<file path="src/rtl/csx_pkg.sv">
// Shared types and constants for the CAN signal extract and scale block.
package csx_pkg;

    localparam int DATA_W          = 64;
    localparam int BYTE_W          = 8;
    localparam int MAX_BYTES       = 8;
    localparam int SLOT_W          = 4;
    localparam int GAIN_W          = 32;
    localparam int CNT_W           = 4;
    localparam int FRAME_BYTES_DEF = 8;

    localparam int CFG_IDX_W = 3;
    localparam logic [CFG_IDX_W-1:0] CFG_VALUE_MAP  = 3'd0;
    localparam logic [CFG_IDX_W-1:0] CFG_MATCH_MAP  = 3'd1;
    localparam logic [CFG_IDX_W-1:0] CFG_PATTERN    = 3'd2;
    localparam logic [CFG_IDX_W-1:0] CFG_GAIN       = 3'd3;
    localparam logic [CFG_IDX_W-1:0] CFG_OFFSET     = 3'd4;
    localparam logic [CFG_IDX_W-1:0] CFG_RAW_SIGNED = 3'd5;
    localparam logic [CFG_IDX_W-1:0] CFG_EVENT_MODE = 3'd6;

    localparam logic [GAIN_W-1:0] GAIN_RESET = 32'h0001_0000;

    // What one byte lane contributes to the value word and the constraint word.
    typedef struct packed {
        logic [DATA_W-1:0] val_word;
        logic              val_sel;
        logic [DATA_W-1:0] mat_word;
    } csx_lane_t;

    // Per-request control carried down the pipeline.
    typedef struct packed {
        logic valid;
        logic emit;
        logic hit;
    } csx_ctl_t;

endpackage

</file>
<file path="src/rtl/csx_lane.sv">
// One byte lane: places a data byte by its value slot and its match slot.
module csx_lane
    import csx_pkg::*;
#(
    parameter bit LANE_ON = 1'b1
)
(
    input  logic [BYTE_W-1:0] data_byte,
    input  logic [SLOT_W-1:0] val_slot,
    input  logic [SLOT_W-1:0] mat_slot,
    output csx_lane_t         lane
);

    logic       val_hit;
    logic       mat_hit;
    logic [2:0] val_pos;
    logic [2:0] mat_pos;

    // slot 1..8 maps to byte position 0..7; anything else leaves the byte out
    assign val_hit = LANE_ON && (val_slot != '0) && (val_slot <= SLOT_W'(MAX_BYTES));
    assign mat_hit = LANE_ON && (mat_slot != '0) && (mat_slot <= SLOT_W'(MAX_BYTES));
    assign val_pos = val_slot[2:0] - 3'd1;
    assign mat_pos = mat_slot[2:0] - 3'd1;

    always_comb
    begin
        lane.val_sel  = val_hit;
        lane.val_word = val_hit ? ({{(DATA_W-BYTE_W){1'b0}}, data_byte} << {val_pos, 3'b000})
                                : '0;
        lane.mat_word = mat_hit ? ({{(DATA_W-BYTE_W){1'b0}}, data_byte} << {mat_pos, 3'b000})
                                : '0;
    end

endmodule

</file>
<file path="config.mk">
export PLATFORM = sky130hd
export DESIGN_NAME = csx_lane
export DESIGN_NICKNAME = d
export VERILOG_FILES = /design/src/rtl/csx_pkg.sv /design/src/rtl/csx_lane.sv
export SDC_FILE = /design/constraint.sdc
export NUM_CORES = 1
export LEC_CHECK = 0
export ABC_AREA = 1
export BUFFER_PORTS_ARGS = -buffer_cell sky130_fd_sc_hd__buf_2
export CORE_MARGIN = 3
export CORE_UTILIZATION = 37
export DETAILED_ROUTE_END_ITERATION = 7
export PLACE_DENSITY = 0.81
export SETUP_SLACK_MARGIN = 0.5
export SYNTH_ARGS = -nofsm -noshare
export SYNTH_HDL_FRONTEND = slang
export SYNTH_SLANG_ARGS = --single-unit
export TNS_END_PERCENT = 10
</file>
<file path="constraint.sdc">
create_clock -name vclk -period 1.7
set_clock_uncertainty 0.2 [all_clocks]
set_input_delay 0.17 -clock vclk [all_inputs]
set_output_delay 0.17 -clock vclk [all_outputs]
set_load 0.005 [all_outputs]
</file>
==> flow_summary.yaml <==
synth:
  synth_top_cell_area_share_pct: 42.5
  synth_fp_nets: 437
  synth_area_leaders: "nor2_1 (42%), nand2_1 (39%), buf_6 (7.2%), buf_2 (5.5%), buf_4 (1.8%)"
  yosysSeqAreaShare_pct: 0
  yosys.area.top_type: "nor2_1"
  syn_inst: 419
  ys_types: 10
  postSynthAreaPerCell_um2: 4.09
  yosys_warnings: 0
  synthesis.area_um2: 1710
run_status:
  status: "finished with violations"
  violations: "negative setup slack"
cells_and_area:
  finish.utilization_pct: 84.9
  seq_area_um2: 0
  n_clock_buffer: 0
  diodes: 0
  area_delta_synth_final_pct: 119
  nFlopsAndLatches: 0
  drive_above_1_share_pct: 52.8
  fillers: 226
  num-nets-final: 598
cts:
  hold_buffers: 0
die:
  core_area_um2: 4410
  fp.dieW_um: 74.1
  rows: 24
  initial_utilization_pct: 38.8
  die_area_um2: 5490
  ios: 145
  die_y_um: 74.1
power_and_ir_drop:
  peakVddDrop_mv: 0.202
  pwr_density_cell_nw_per_um2: 294
  finalPower_mw: 1.10
  p_leak_nw: 1.97
routing:
  avgRoutedWirePerCell_um: 18.1
  met2_length_um: 5460
  antenna_left: 0
  drcViolationCount: 0
  dr_wl_met3_um: 1310
  top_layer_used: "met4"
  wl_met1_um: 3820
  drtIter0Drc: 431
  dr.pass1.iters: 6
  vias: 3611
  viasPerCell: 5.73
  routed_wl_um: 11400
worst_setup_path:
  cp_slowest_cell: "clkbuf_16"
  arrival_ns: 1.35
  cpMostUsedCell: "nand2_4"
  cp_num_cells: 9
  required_ns: 1.33
  cp_cell_sequence: "buf_6, inv_2, ha_4, nand2_4, nand2_4, nand2_8, clkbuf_16, nor2_1, buf_2"
  endpoint_kind: "output pin"
  critPathLaunch: "val_slot[1]"
  startpoint_type: "input pin"
  path_delay_family: "buffers and inverters"
  critPathCapture: "lane[109]"
  cp_max_fo: 8
  path_buf_inv: 4
  slowest_delay_ns: 0.20
  critPathKind: "in -> out"
placement:
  hpwl_um: 5370
  gp_congestion: 0.828
  place_ws_ns: 0.0592
  portBuffers: 145
sta:
  drv_slew: 0
  timing.final.crit_share_pct: 101
  fin_crit_ns: 1.72
  slew_headroom_pct: 83.0
  worst_hold_slack_ns: 0.639
  finalHoldViolCount: 0
  timing.final.ws_setup_ns: -0.0220
  finalSetupViolCount: 2
  max_freq_ghz: 0.581
  worstMarginPinSlew_ns: 0.254
  rsz0062_at_grt: "true"
flow_run:
  drv_cap: 0
grt:
  grt_pass1_vias: 2792
  grt_util_all_layers_pct: 27.7
  grt_antenna_before_repair: 0
  grt.overflow.total: 0
  grt_max_degree: 32
  grt_pass1_wl_um: 12500
worst_hold_path:
  hp-class: "in -> out"
-- cell type report --
class	instances	area (um2)	area share, %
multi-input cells	375	1960	52.2
well taps	52	65.1	1.74
inverters	11	80.1	2.14
repair buffers	192	1640	43.9
-- per-stage QoR --
stage / std cells / area [um2] / TNS [ns]
floorplan: 419 / 1990 / 0
global placement: 599 / 2670 / 0
detailed placement: 599 / 2670 / 0
CTS: 614 / 3080 / 0
global route: 630 / 3750 / -0.517
finish: 630 / 3750 / -0.0394
-- report_power, final --
group | total [mW] | switching (mW) | internal, mW
clock | 0 | 0 | 0
combinational | 1.10 | 0.615 | 0.487
sequential | 0 | 0 | 0
-- what timing repair did --
item,4_1_cts,5_1_grt
endpoints found under the setup margin,129,129
buffers inserted,5,1
pin swaps,15,19
gates cloned,10,15
resized for setup,45,90
endpoints found under the hold margin,0,0
-- cells in the final DEF (no fill, tap or decap) --
cell type	instances
clkbuf_4	1
buf_4	6
buf_6	12
nor2_1	122
inv_4	3
clkinvlp_4	1
ha_4	2
buf_16	8
inv_2	3
clkinv_8	1
buf_2	141
clkbuf_16	13
nor2_2	51
nand2_8	7
nand2_1	151
nand2_4	11
nor2_4	21
buf_8	3
inv_6	2
clkinv_4	1
buf_12	8
nand2_2	10
-- worst min-delay path: stages --
cell and delay [ns]:
buf_2 0.14, nand2_1 0.09, nor2_1 0.05, nand2_1 0.06
nor2_1 0.03, buf_2 0.11
-- per-layer routing --
layer | global-route usage (%) | up-vias
met2 | 53.1 | 332
met5 | 0 | -
li1 | - | 1566
met1 | 31.9 | 1619
met4 | 9.26 | 0
met3 | 2.16 | 94
-- synthesized netlist by cell type --
cell type / number
buf_6: 11
nand2_1: 177
inv_1: 5
nand2_2: 1
buf_4: 4
clkinv_1: 1
ha_1: 2
buf_2: 19
inv_2: 5
nor2_1: 194
-- worst min path at each step --
stage / start / slack, ns / cells past startpoint / to
floorplan: data_byte[0] / 0.33 / 4 / lane[0]
global placement: data_byte[3] / 0.61 / 6 / lane[100]
detailed placement: data_byte[2] / 0.61 / 6 / lane[67]
CTS: data_byte[5] / 0.62 / 6 / lane[86]
global route: data_byte[7] / 0.67 / 6 / lane[39]
finish: data_byte[0] / 0.64 / 6 / lane[65]
-- kinds of logic (layout without fill, tap and decap cells) --
family        after synthesis  in the layout  share of synthesized area (%)
fa+ha+maj                   2              2                           1.46
buf+inv                    45            203                           16.9
simple gates              372            373                           81.6
Note: power is estimated with default switching activity, not from simulation.
