[config.mk]
export PLATFORM = sky130hd
export DESIGN_NAME = csx_merge
export DESIGN_NICKNAME = d
export VERILOG_FILES = /design/src/rtl/csx_pkg.sv /design/src/rtl/csx_merge.sv
export SDC_FILE = /design/constraint.sdc
export NUM_CORES = 1
export LEC_CHECK = 0
export ABC_CLOCK_PERIOD_IN_PS = 800
export BUFFER_PORTS_ARGS = -buffer_cell sky130_fd_sc_hd__buf_4
export CORE_AREA = 3 3 462 464
export DETAILED_ROUTE_END_ITERATION = 8
export DIE_AREA = 0 0 465 467
export GPL_TIMING_DRIVEN = 0
export MAX_ROUTING_LAYER = met4
export PLACE_DENSITY_LB_ADDON = 0.3
export RECOVER_POWER = 100
export SLEW_MARGIN = 20
export SYNTH_ARGS = -nofsm -noshare
export SYNTH_HDL_FRONTEND = slang
export SYNTH_SLANG_ARGS = --single-unit
export TNS_END_PERCENT = 1
[constraint.sdc]
create_clock -name clk -period 0.8 [get_ports clk]
set_input_delay 0.16 -clock clk [delete_from_list [all_inputs] [get_ports clk]]
set_output_delay 0.16 -clock clk [all_outputs]
set_load 0.02 [all_outputs]
[src/rtl/csx_pkg.sv]
// Shared types and constants for the CAN signal extract and scale block.
package csx_pkg;

    localparam int DATA_W          = 64;
    localparam int BYTE_W          = 8;
    localparam int MAX_BYTES       = 8;
    localparam int SLOT_W          = 4;
    localparam int GAIN_W          = 32;
    localparam int CNT_W           = 4;
    localparam int FRAME_BYTES_DEF = 8;

    localparam int CFG_IDX_W = 3;
    localparam logic [CFG_IDX_W-1:0] CFG_VALUE_MAP  = 3'd0;
    localparam logic [CFG_IDX_W-1:0] CFG_MATCH_MAP  = 3'd1;
    localparam logic [CFG_IDX_W-1:0] CFG_PATTERN    = 3'd2;
    localparam logic [CFG_IDX_W-1:0] CFG_GAIN       = 3'd3;
    localparam logic [CFG_IDX_W-1:0] CFG_OFFSET     = 3'd4;
    localparam logic [CFG_IDX_W-1:0] CFG_RAW_SIGNED = 3'd5;
    localparam logic [CFG_IDX_W-1:0] CFG_EVENT_MODE = 3'd6;

    localparam logic [GAIN_W-1:0] GAIN_RESET = 32'h0001_0000;

    // What one byte lane contributes to the value word and the constraint word.
    typedef struct packed {
        logic [DATA_W-1:0] val_word;
        logic              val_sel;
        logic [DATA_W-1:0] mat_word;
    } csx_lane_t;

    // Per-request control carried down the pipeline.
    typedef struct packed {
        logic valid;
        logic emit;
        logic hit;
    } csx_ctl_t;

endpackage

[src/rtl/csx_merge.sv]
// Merge stage: ORs lane words, counts selected bytes and tests the event pattern.
module csx_merge
    import csx_pkg::*;
(
    input  logic              clk,
    input  logic              rst_n,
    input  logic              accept,
    input  csx_lane_t         lanes [MAX_BYTES],
    input  logic              event_mode,
    input  logic [DATA_W-1:0] pattern,
    input  logic              pattern_single,
    output csx_ctl_t          ctl,
    output logic [DATA_W-1:0] word,
    output logic [CNT_W-1:0]  cnt
);

    logic [DATA_W-1:0] val_or;
    logic [DATA_W-1:0] mat_or;
    logic [CNT_W-1:0]  sel_cnt;
    logic              match;
    csx_ctl_t          ctl_reg;
    csx_ctl_t          ctl_next;
    logic [DATA_W-1:0] word_reg;
    logic [CNT_W-1:0]  cnt_reg;

    always_comb
    begin
        val_or  = '0;
        mat_or  = '0;
        sel_cnt = '0;
        for (int j = 0; j < MAX_BYTES; j++)
        begin
            val_or  = val_or | lanes[j].val_word;
            mat_or  = mat_or | lanes[j].mat_word;
            sel_cnt = sel_cnt + CNT_W'(lanes[j].val_sel);
        end
        match = pattern_single ? ((mat_or & pattern) == pattern) : (mat_or == pattern);
        ctl_next.valid = accept;
        ctl_next.emit  = !event_mode || match;
        ctl_next.hit   = event_mode && match;
    end

    always_ff @(posedge clk or negedge rst_n)
    begin
        if (!rst_n)
        begin
            ctl_reg <= '0;
        end
        else
        begin
            ctl_reg <= ctl_next;
        end
    end

    always_ff @(posedge clk)
    begin
        word_reg <= val_or;
        cnt_reg  <= sel_cnt;
    end

    assign ctl  = ctl_reg;
    assign word = word_reg;
    assign cnt  = cnt_reg;

endmodule

==> metrics, run 1 <==
outcome finished, violations left; failing checks negative hold slack, negative setup slack; DP Cell Count between 4000 and 5000; routed vias/inst 2.43; Max Cap Violations 0; slowest library cell on the worst path nor4_2; WP data arrival about 2.7 ns; Leakage ~7.6 nW; register area share after synthesis 31.8%; Max IR drop VDD roughly 1.2 mV; Crit path max-delay family simple AND/OR/NAND/NOR gates; number of flops mapped to enable cells by yosys 0; CP Cell Sequence buf_4 > nor4_2 > a21oi_1 > nor4_2 > and4_2 > a31oi_4 > nor4b_4; Synth cell types 32; max FFs per register 64; measured slew at the worst slew-check pin 1.11 ns; Area Growth Syn to Fin 340%; Critical Path End Type register; combinational share of power a little under half; crit path kind input port to register; final weighted congestion in routability-driven placement between 0.9 and 1; Slew Limit Fails 0; Async SR Flop Fraction ~4.2%; # setup viols final 88; drt first pass iters 4; multi-input logic area around 0.0044 mm2; nets slightly below 3000; I/O Buffers ~1200; CTS sink count between 70 and 80; Net Sw Power 5.26 mW; # fillers about 25000; Yosys top cell area share 35.4%; Residual DRC 0; CP required 1.05 ns; number of global-route vias before repair about 12000; worst min path class input port to register; final period utilization 304%; Post-synth top flop dfxtp_1; relative slew slack approximately a quarter; Final Hold Fails 59; Mapped Cells just under 600; Routed WL per cell slightly above 30 um; largest area contributor in the netlist nor4_1; Max Root-Sink Buffers 2; Final HPWL DP approximately 140 mm; worst-path fanout max 2; most frequent cells in the layout 1095 x buf_4, 115 x nor4_2, 107 x nor4_1; number of routed nets with antenna violations 0; cell mode on critical path nor4_2; Critical Path Max Stage Delay 0.75 ns; worst setup margin -1.63 ns; Hold Path Depth 3; Initial Util under 10%; clock share of power a little under a third; Rows 168; Fin Hold WS -0.0624 ns; TritonCTS Buffers 9; synthesized net count 1692; commonest non-fill, non-tap cell in the layout buf_4; Period minus WS final between 2 and 2.5 ns; logic depth of the worst path, buffers included 7; Ys Warns 0; Cell Pwr Density between 700 and 800 mW/mm2; Worst Setup Start Kind input port; Die Y about 470 um; clk root buf clkbuf_16; H-tree depth 3; Seq pwr share approximately a quarter; Place WS -3.35 ns; Yosys reg bits 71; sequential standard cell area ~0.0015 mm2; clk slew on worst S/H paths approximately 0.070 ns; DR vias 11507; Int Power 10.4 mW; GRT Residual Overflow 0; largest net degree at the start of global routing 12; area of the core 0.210 mm2; initial antenna violation count between 100 and 150; Non-Filler Instances 4726; CTS tree yes; RSZ-0062 raised after global routing true; setup TNS -25.15 ns; die area approximately 0.22 mm2; first-pass GRT wire length 168 mm; largest cells by area after synthesis nor4_1 35%, dfxtp_1 30%, a21oi_1 5.4%; IO Count about 1200; routed wire length between 100 and 150 mm; Synth Cell Area between 0.004 and 0.005 mm2; CP Buf/Inv Count 1; layout cell share with drive strength beyond 1 approximately four fifths; Tot GR Track Use 13.2%; fmax around 410 MHz; mean post-synth cell area approximately 7.7 um2; Chip Width about 470 um; Starting DRT DRC Count about 370; Sw Ratio 33.6%
==> power groups by stage <==
stage / combinational (mW) / sequential [mW] / clock [mW]
after floorplan: 0.606 / 3.85 / 0
after global placement: 6.46 / 3.73 / 0
after detailed placement: 6.82 / 3.74 / 0
after CTS: 7.35 / 3.68 / 5.18
after global routing: 7.77 / 3.69 / 5.17
final: 7.30 / 3.68 / 4.71
==> tightest hold or removal path, stage by stage <==
cell and delay (ns):
buf_4 0.08, nor4_1 0.04, nand2_1 0.04
==> synth_stat cells, types with 3 or more instances <==
master / n
ha_1: 3
dfxtp_1: 68
nand4_1: 15
nand2_1: 65
fa_1: 4
a211o_1: 8
dfrtp_1: 3
nor2_1: 5
or4_1: 9
inv_1: 11
and3_1: 4
nor4_1: 256
a31oi_1: 8
nand3_1: 48
a21oi_1: 49
nor4_2: 6
==> repair_timing <==
action                     CTS  global route
pin swaps                   13             4
setup endpoints to repair   93           102
gates resized for setup    253            68
hold buffers                26             1
setup buffers                2             0
hold endpoints to repair    69            62
==> logic make-up (layout without fill, tap and decap cells) <==
group | after synthesis | after routing | synth area share, %
simple gates | 416 | 416 | 54.0
compound gates | 77 | 77 | 10.2
flops | 71 | 71 | 31.8
buf+inv | 12 | 1288 | 1.16
fa+ha+maj | 7 | 7 | 2.60
xor+xnor | 1 | 1 | 0.194
other cells | 0 | 61 | 0
==> worst paths after layout <==
check / from / end
min in group asynchronous: rst_n / ctl[0]
worst max-delay path: lanes[424] / ctl[0]
worst min-delay path: lanes[354] / word[31]
max in group asynchronous: rst_n / ctl[2]
==> metrics by stage <==
| stage | util (%) | total power [mW] | hold WS (ns) | area, um2 |
|---|---|---|---|---|
| 2_1_floorplan | - | 4.45 | -0.136 | 4520 |
| 3_3_place_gp | 8.03 | 10.2 | -0.0354 | 16800 |
| 3_5_place_dp | 8.48 | 10.6 | -0.0348 | 17800 |
| 4_1_cts | 9.27 | 16.2 | -0.132 | 19400 |
| 5_1_grt | 9.47 | 16.6 | -0.0968 | 19900 |
| 6_report | 9.48 | 15.7 | -0.0624 | 19900 |
==> per-layer routing <==
metal	track usage [%]	vias to the layer above	routed length [um]
met2	24.1	883	76200
met1	13.2	5301	52100
met4	3.95	0	5010
met3	4.41	198	12500
li1	-	5125	-
met5	-	-	0
==> final cells by class <==
| class | instances | area share, % |
|---|---|---|
| Inverter | 11 | 0.208 |
| Timing Repair Buffer | 1260 | 49.9 |
| Buffer | 1 | 0.0567 |
| Clock inverter | 4 | 0.227 |
| Clock buffer | 12 | 1.24 |
| Tap cell | 2805 | 17.7 |
| Antenna cell | 61 | 0.768 |
| Multi-Input combinational cell | 501 | 22.3 |
| Sequential cell | 71 | 7.68 |
Note: power is estimated with default switching activity, not from simulation.
==> inputs of run 2 (changes only) <==
--- a/config.mk
+++ b/config.mk
@@ -6,12 +6,12 @@
 export NUM_CORES = 1
 export LEC_CHECK = 0
-export ABC_CLOCK_PERIOD_IN_PS = 800
+export ABC_CLOCK_PERIOD_IN_PS = 2400
 export BUFFER_PORTS_ARGS = -buffer_cell sky130_fd_sc_hd__buf_4
-export CORE_AREA = 3 3 462 464
+export CORE_AREA = 3 3 458 460
 export DETAILED_ROUTE_END_ITERATION = 8
-export DIE_AREA = 0 0 465 467
+export DIE_AREA = 0 0 461 463
 export GPL_TIMING_DRIVEN = 0
 export MAX_ROUTING_LAYER = met4
-export PLACE_DENSITY_LB_ADDON = 0.3
+export PLACE_DENSITY_LB_ADDON = 0.12
 export RECOVER_POWER = 100
 export SLEW_MARGIN = 20
==> constraint.sdc (replaced) <==
create_clock -name clk -period 2.4 [get_ports clk]
set_input_delay 0.48 -clock clk [delete_from_list [all_inputs] [get_ports clk]]
set_output_delay 0.48 -clock clk [all_outputs]
set_load 0.1 [all_outputs]
==> metrics, run 2 (same netlist as run 1, synthesis figures left out) <==
Place WS -1.94 ns (+1.42 ns); die area 0.213 mm2 (-1.7%); routed vias/inst 2.34 (-3.7%); Critical Path Max Stage Delay 0.54 ns (-0.21 ns); most frequent cells in the layout 1040 x buf_4, 201 x nor4_1, 71 x clkbuf_2; slowest library cell on the worst path fa_1; Residual DRC 0 (unchanged); worst-path fanout max 2 (unchanged); DR vias 10685 (-7.1%); Rows 167 (-0.60%); Max IR drop VDD 0.371 mV (-69%); Critical Path End Type register; Routed WL per cell 28.2 um (-8.6%); clk root buf clkbuf_16; measured slew at the worst slew-check pin 1.40 ns (+0.292 ns); commonest non-fill, non-tap cell in the layout buf_4; Max Cap Violations 0 (unchanged); # setup viols final 4 (-95%); nets 2884 (-2.7%); initial antenna violation count 114 (-8.1%); Starting DRT DRC Count 269 (-27%); final weighted congestion in routability-driven placement 0.861 (-5.6%); IO Count 1172 (unchanged); number of routed nets with antenna violations 0 (unchanged); Util after Layout 8.56% (-0.92 points); H-tree depth 3 (unchanged); CP required 2.71 ns (+1.66 ns); Final HPWL DP 123 mm (-12%); max FFs per register 64 (unchanged); worst min path class input port to register; # fillers 24385 (-0.56%); Final Hold Fails 0 (-100%); Initial Util 2.19% (+0.033 points); Period minus WS final ~2.6 ns; CP Cell Sequence buf_8 > fa_1 > inv_2 > fa_1 > fa_1 > inv_2 > ha_4 > inv_2 > fa_2 > inv_2; Cell Pwr Density 294 mW/mm2 (-63%); CTS tree yes; Max Root-Sink Buffers 2 (unchanged); GRT Residual Overflow 0 (unchanged); Chip Width 461 um (-0.86%); Leakage 6.87 nW (-9.6%); crit path kind input port to register; fmax approximately 390 MHz; drt first pass iters 4 (unchanged); Slew Limit Fails 0 (unchanged); CP Buf/Inv Count 5 (+4); routed wire length 128 mm (-12%); RSZ-0062 raised after global routing true; relative slew slack 5.90% (-20 points); I/O Buffers 1171 (unchanged); Crit path max-delay family adder cells; Worst Setup Start Kind input port; Die Y 463 um (-0.86%); area of the core 0.206 mm2 (-1.5%); Tot GR Track Use 11.8% (-1.3 points); worst setup margin -0.169 ns (+1.46 ns); Power Total 5.19 mW (-67%); CTS sink count 71 (unchanged); failing checks negative setup slack; first-pass GRT wire length 150 mm (-11%); setup TNS -0.394 ns (+24.75 ns); clk slew on worst S/H paths 0.07 ns (about the same); largest net degree at the start of global routing 13 (+1); final period utilization 107%; cell mode on critical path inv_2; outcome finished, violations left; Area Growth Syn to Fin 291%; number of global-route vias before repair 11915 (-3.9%); layout cell share with drive strength beyond 1 70.6% (-9.5 points); WP data arrival 2.88 ns (+0.20 ns); TritonCTS Buffers 9 (unchanged)
run 2: where the power goes:
| part | internal (mW) | switching (mW) | leakage [nW] |
|---|---|---|---|
| combinational | 1.29 | 0.991 | 6.13 |
| clock | 0.941 | 0.750 | 0.156 |
| sequential | 1.21 | 0.00827 | 0.589 |
run 2: cell type report:
| cell class | count | area [um2] | area share (%) |
|---|---|---|---|
| repair buffers | 1181 | 8630 | 48.8 |
| multi-input cells | 501 | 3670 | 20.8 |
| well taps | 2704 | 3380 | 19.1 |
| flip-flops and latches | 71 | 1440 | 8.13 |
| clock buffers | 11 | 243 | 1.37 |
| diodes | 72 | 180 | 1.02 |
| clock inverters | 5 | 81.3 | 0.460 |
| inverters | 11 | 41.3 | 0.234 |
| plain buffers | 1 | 11.3 | 0.0637 |
run 2: worst paths after layout:
path                       startpoint      to  slack (ns)  cells past startpoint
min in group asynchronous       rst_n  ctl[1]        0.56                      2
worst min-delay path           accept  ctl[2]        0.20                      1
worst max-delay path       lanes[451]  cnt[1]       -0.17                     10
max in group asynchronous       rst_n  ctl[2]        1.64                      2
run 2: timing repair:
action                                  in CTS  in global routing
pin swaps                                   14                  7
hold buffers                                 1                  0
endpoints found under the hold margin        3                  0
endpoints found under the setup margin       4                  4
buffers inserted                             4                  0
gates resized for setup                     80                 17
run 2: per-layer routing:
| layer | part of all wire [%] | global-route usage [%] | wire, um | vias up |
|---|---|---|---|---|
| met5 | 0 | - | 0 | - |
| met4 | 1.1 | 1.69 | 1440 | 0 |
| met1 | 35 | 11.2 | 44900 | 4781 |
| li1 | - | - | - | 4998 |
| met3 | 12 | 5.98 | 15000 | 81 |
| met2 | 52 | 21.8 | 67000 | 825 |
run 2: stage by stage:
step | cells | area, um2 | hold slack (ns)
final | 4557 | 17700 | 0.200
after global routing | 4546 | 17600 | 0.153
after CTS | 4485 | 17700 | 0.106
after detailed placement | 4464 | 16800 | 0.293
after global placement | 4459 | 16700 | 0.294
after floorplan | 584 | 4520 | 0.184
==> inputs of run 3 (changes only) <==
ABC_CLOCK_PERIOD_IN_PS = 2600   (was 2400)
clock period = 2.6 ns   (was 2.4 ns; I/O delays follow)
==> metrics, run 3 (same netlist as run 1, synthesis figures left out) <==
outcome finished, violations left; failing checks max-capacitance violations, negative setup slack; clk slew on worst S/H paths 0.07 ns (about the same); number of global-route vias before repair 11918 (+0.025%); cell mode on critical path inv_2; IO Count 1172 (unchanged); Final HPWL DP 123 mm (unchanged); Die Y 463 um (unchanged); Starting DRT DRC Count 262 (-2.6%); CP Cell Sequence buf_8 > fa_1 > inv_2 > fa_1 > fa_1 > inv_2 > ha_4 > inv_2 > fa_2 > inv_2; CTS tree yes; Crit path max-delay family adder cells; area of the core 0.206 mm2 (unchanged); Critical Path End Type register; Area Growth Syn to Fin 290%; Util after Layout 8.54% (-0.023 points); first-pass GRT wire length 150 mm (about the same); Routed WL per cell 28.2 um (about the same); Slew Limit Fails 0 (unchanged); final period utilization 100%; Max IR drop VDD 0.342 mV (-7.7%); Max Cap Violations 1 (+1); multi-input logic area 0.00368 mm2 (+0.17%); Cell Pwr Density 272 mW/mm2 (-7.6%); Tot GR Track Use 11.8% (about the same); die area 0.213 mm2 (unchanged); Max Root-Sink Buffers 2 (unchanged); worst setup margin -0.00869 ns (+0.160 ns); Post-DP Area 0.0168 mm2 (unchanged); Chip Width 461 um (unchanged); Place WS -1.78 ns (+0.160 ns); Worst Setup Start Kind input port; max FFs per register 64 (unchanged); drt first pass iters 4 (unchanged); CP required 2.91 ns (+0.20 ns); initial antenna violation count 114 (unchanged); Initial Util 2.19% (unchanged); fmax 383 MHz; commonest non-fill, non-tap cell in the layout buf_4; CTS sink count 71 (unchanged); Critical Path Max Stage Delay 0.54 ns (about the same); CP Buf/Inv Count 5 (unchanged); TritonCTS Buffers 9 (unchanged); Power Total 4.79 mW (-7.8%); slowest library cell on the worst path fa_1; worst min path class input port to register; relative slew slack 2.42% (-3.5 points); final weighted congestion in routability-driven placement 0.861 (unchanged); routed wire length 128 mm (about the same); clk root buf clkbuf_16; final instance area 0.0176 mm2 (-0.27%); Residual DRC 0 (unchanged); # setup viols final 1 (-3); sequential standard cell area 0.00144 mm2 (unchanged); I/O Buffers 1171 (unchanged); routed vias/inst 2.35 (about the same); WP data arrival 2.92 ns (+0.04 ns); most frequent cells in the layout 1045 x buf_4, 200 x nor4_1, 68 x dfxtp_1; Final Hold Fails 0 (unchanged); H-tree depth 3 (unchanged); Period minus WS final between 2 and 3 ns; worst-path fanout max 2 (unchanged); largest net degree at the start of global routing 13 (unchanged); # fillers 24389 (+0.016%); number of routed nets with antenna violations 0 (unchanged); layout cell share with drive strength beyond 1 68.7% (-1.9 points); Rows 167 (unchanged); RSZ-0062 raised after global routing true; crit path kind input port to register; measured slew at the worst slew-check pin 1.45 ns (+0.0517 ns); nets 2885 (+0.035%); DR vias 10695 (+0.094%); Leakage 6.79 nW (-1.3%); GRT Residual Overflow 0 (unchanged)
## run 3: changes by cell type in the layout (fill, tap and decap cells not counted)
cell      previous run  this run
buf_6                7         3
diode_2             72        71
buf_4             1040      1045
nor4_1             201       200
clkbuf_2            71        36
nor4_2              41        42
clkbuf_1            26        61
## run 3: stage by stage
step | hold WS (ns) | std cells | TNS (ns)
5_1_grt | 0.193 | 4547 | -0.0256
3_3_place_gp | 0.334 | 4459 | -5.54
6_report | 0.240 | 4557 | -0.00869
3_5_place_dp | 0.333 | 4464 | -4.71
4_1_cts | 0.146 | 4485 | -0.0932
2_1_floorplan | 0.224 | 584 | -0.561
## run 3: area by class of cell
type                    instances  area share, %
repair buffers               1182           48.7
diodes                         71           1.01
plain buffers                   1         0.0639
well taps                    2704           19.2
flip-flops and latches         71           8.15
inverters                      11          0.234
clock inverters                 5          0.461
clock buffers                  11           1.38
multi-input cells             501           20.9
## run 3: repair_timing
action	CTS	global route
gates resized for setup	74	20
hold buffers	1	0
pin swaps	13	8
setup buffers	4	1
endpoints found under the hold margin	3	0
setup endpoints to repair	4	4
## run 3: final timing paths
path                       slack [ns]  startpoint  endpoint  depth (start not counted)
max                            -0.009  lanes[451]    cnt[1]                         10
max in group asynchronous        1.80       rst_n    ctl[2]                          2
min                              0.24      accept    ctl[2]                          1
min in group asynchronous        0.60       rst_n    ctl[1]                          2
## run 3: routing by layer
layer / vias up / part of all wire, % / global-route usage, % / wire [um]
met3: 79 / 12 / 5.98 / 14800
met5: - / 0 / - / 0
li1: 4998 / - / - / -
met4: 0 / 1.1 / 1.69 / 1370
met2: 831 / 52 / 21.8 / 67100
met1: 4787 / 35 / 11.2 / 45200
## run 3: power breakdown
group / switching (mW) / internal (mW) / leakage (nW) / total [mW]
Combinational: 0.915 / 1.19 / 6.04 / 2.10
Clock: 0.693 / 0.869 / 0.156 / 1.56
Sequential: 0.00811 / 1.12 / 0.589 / 1.12
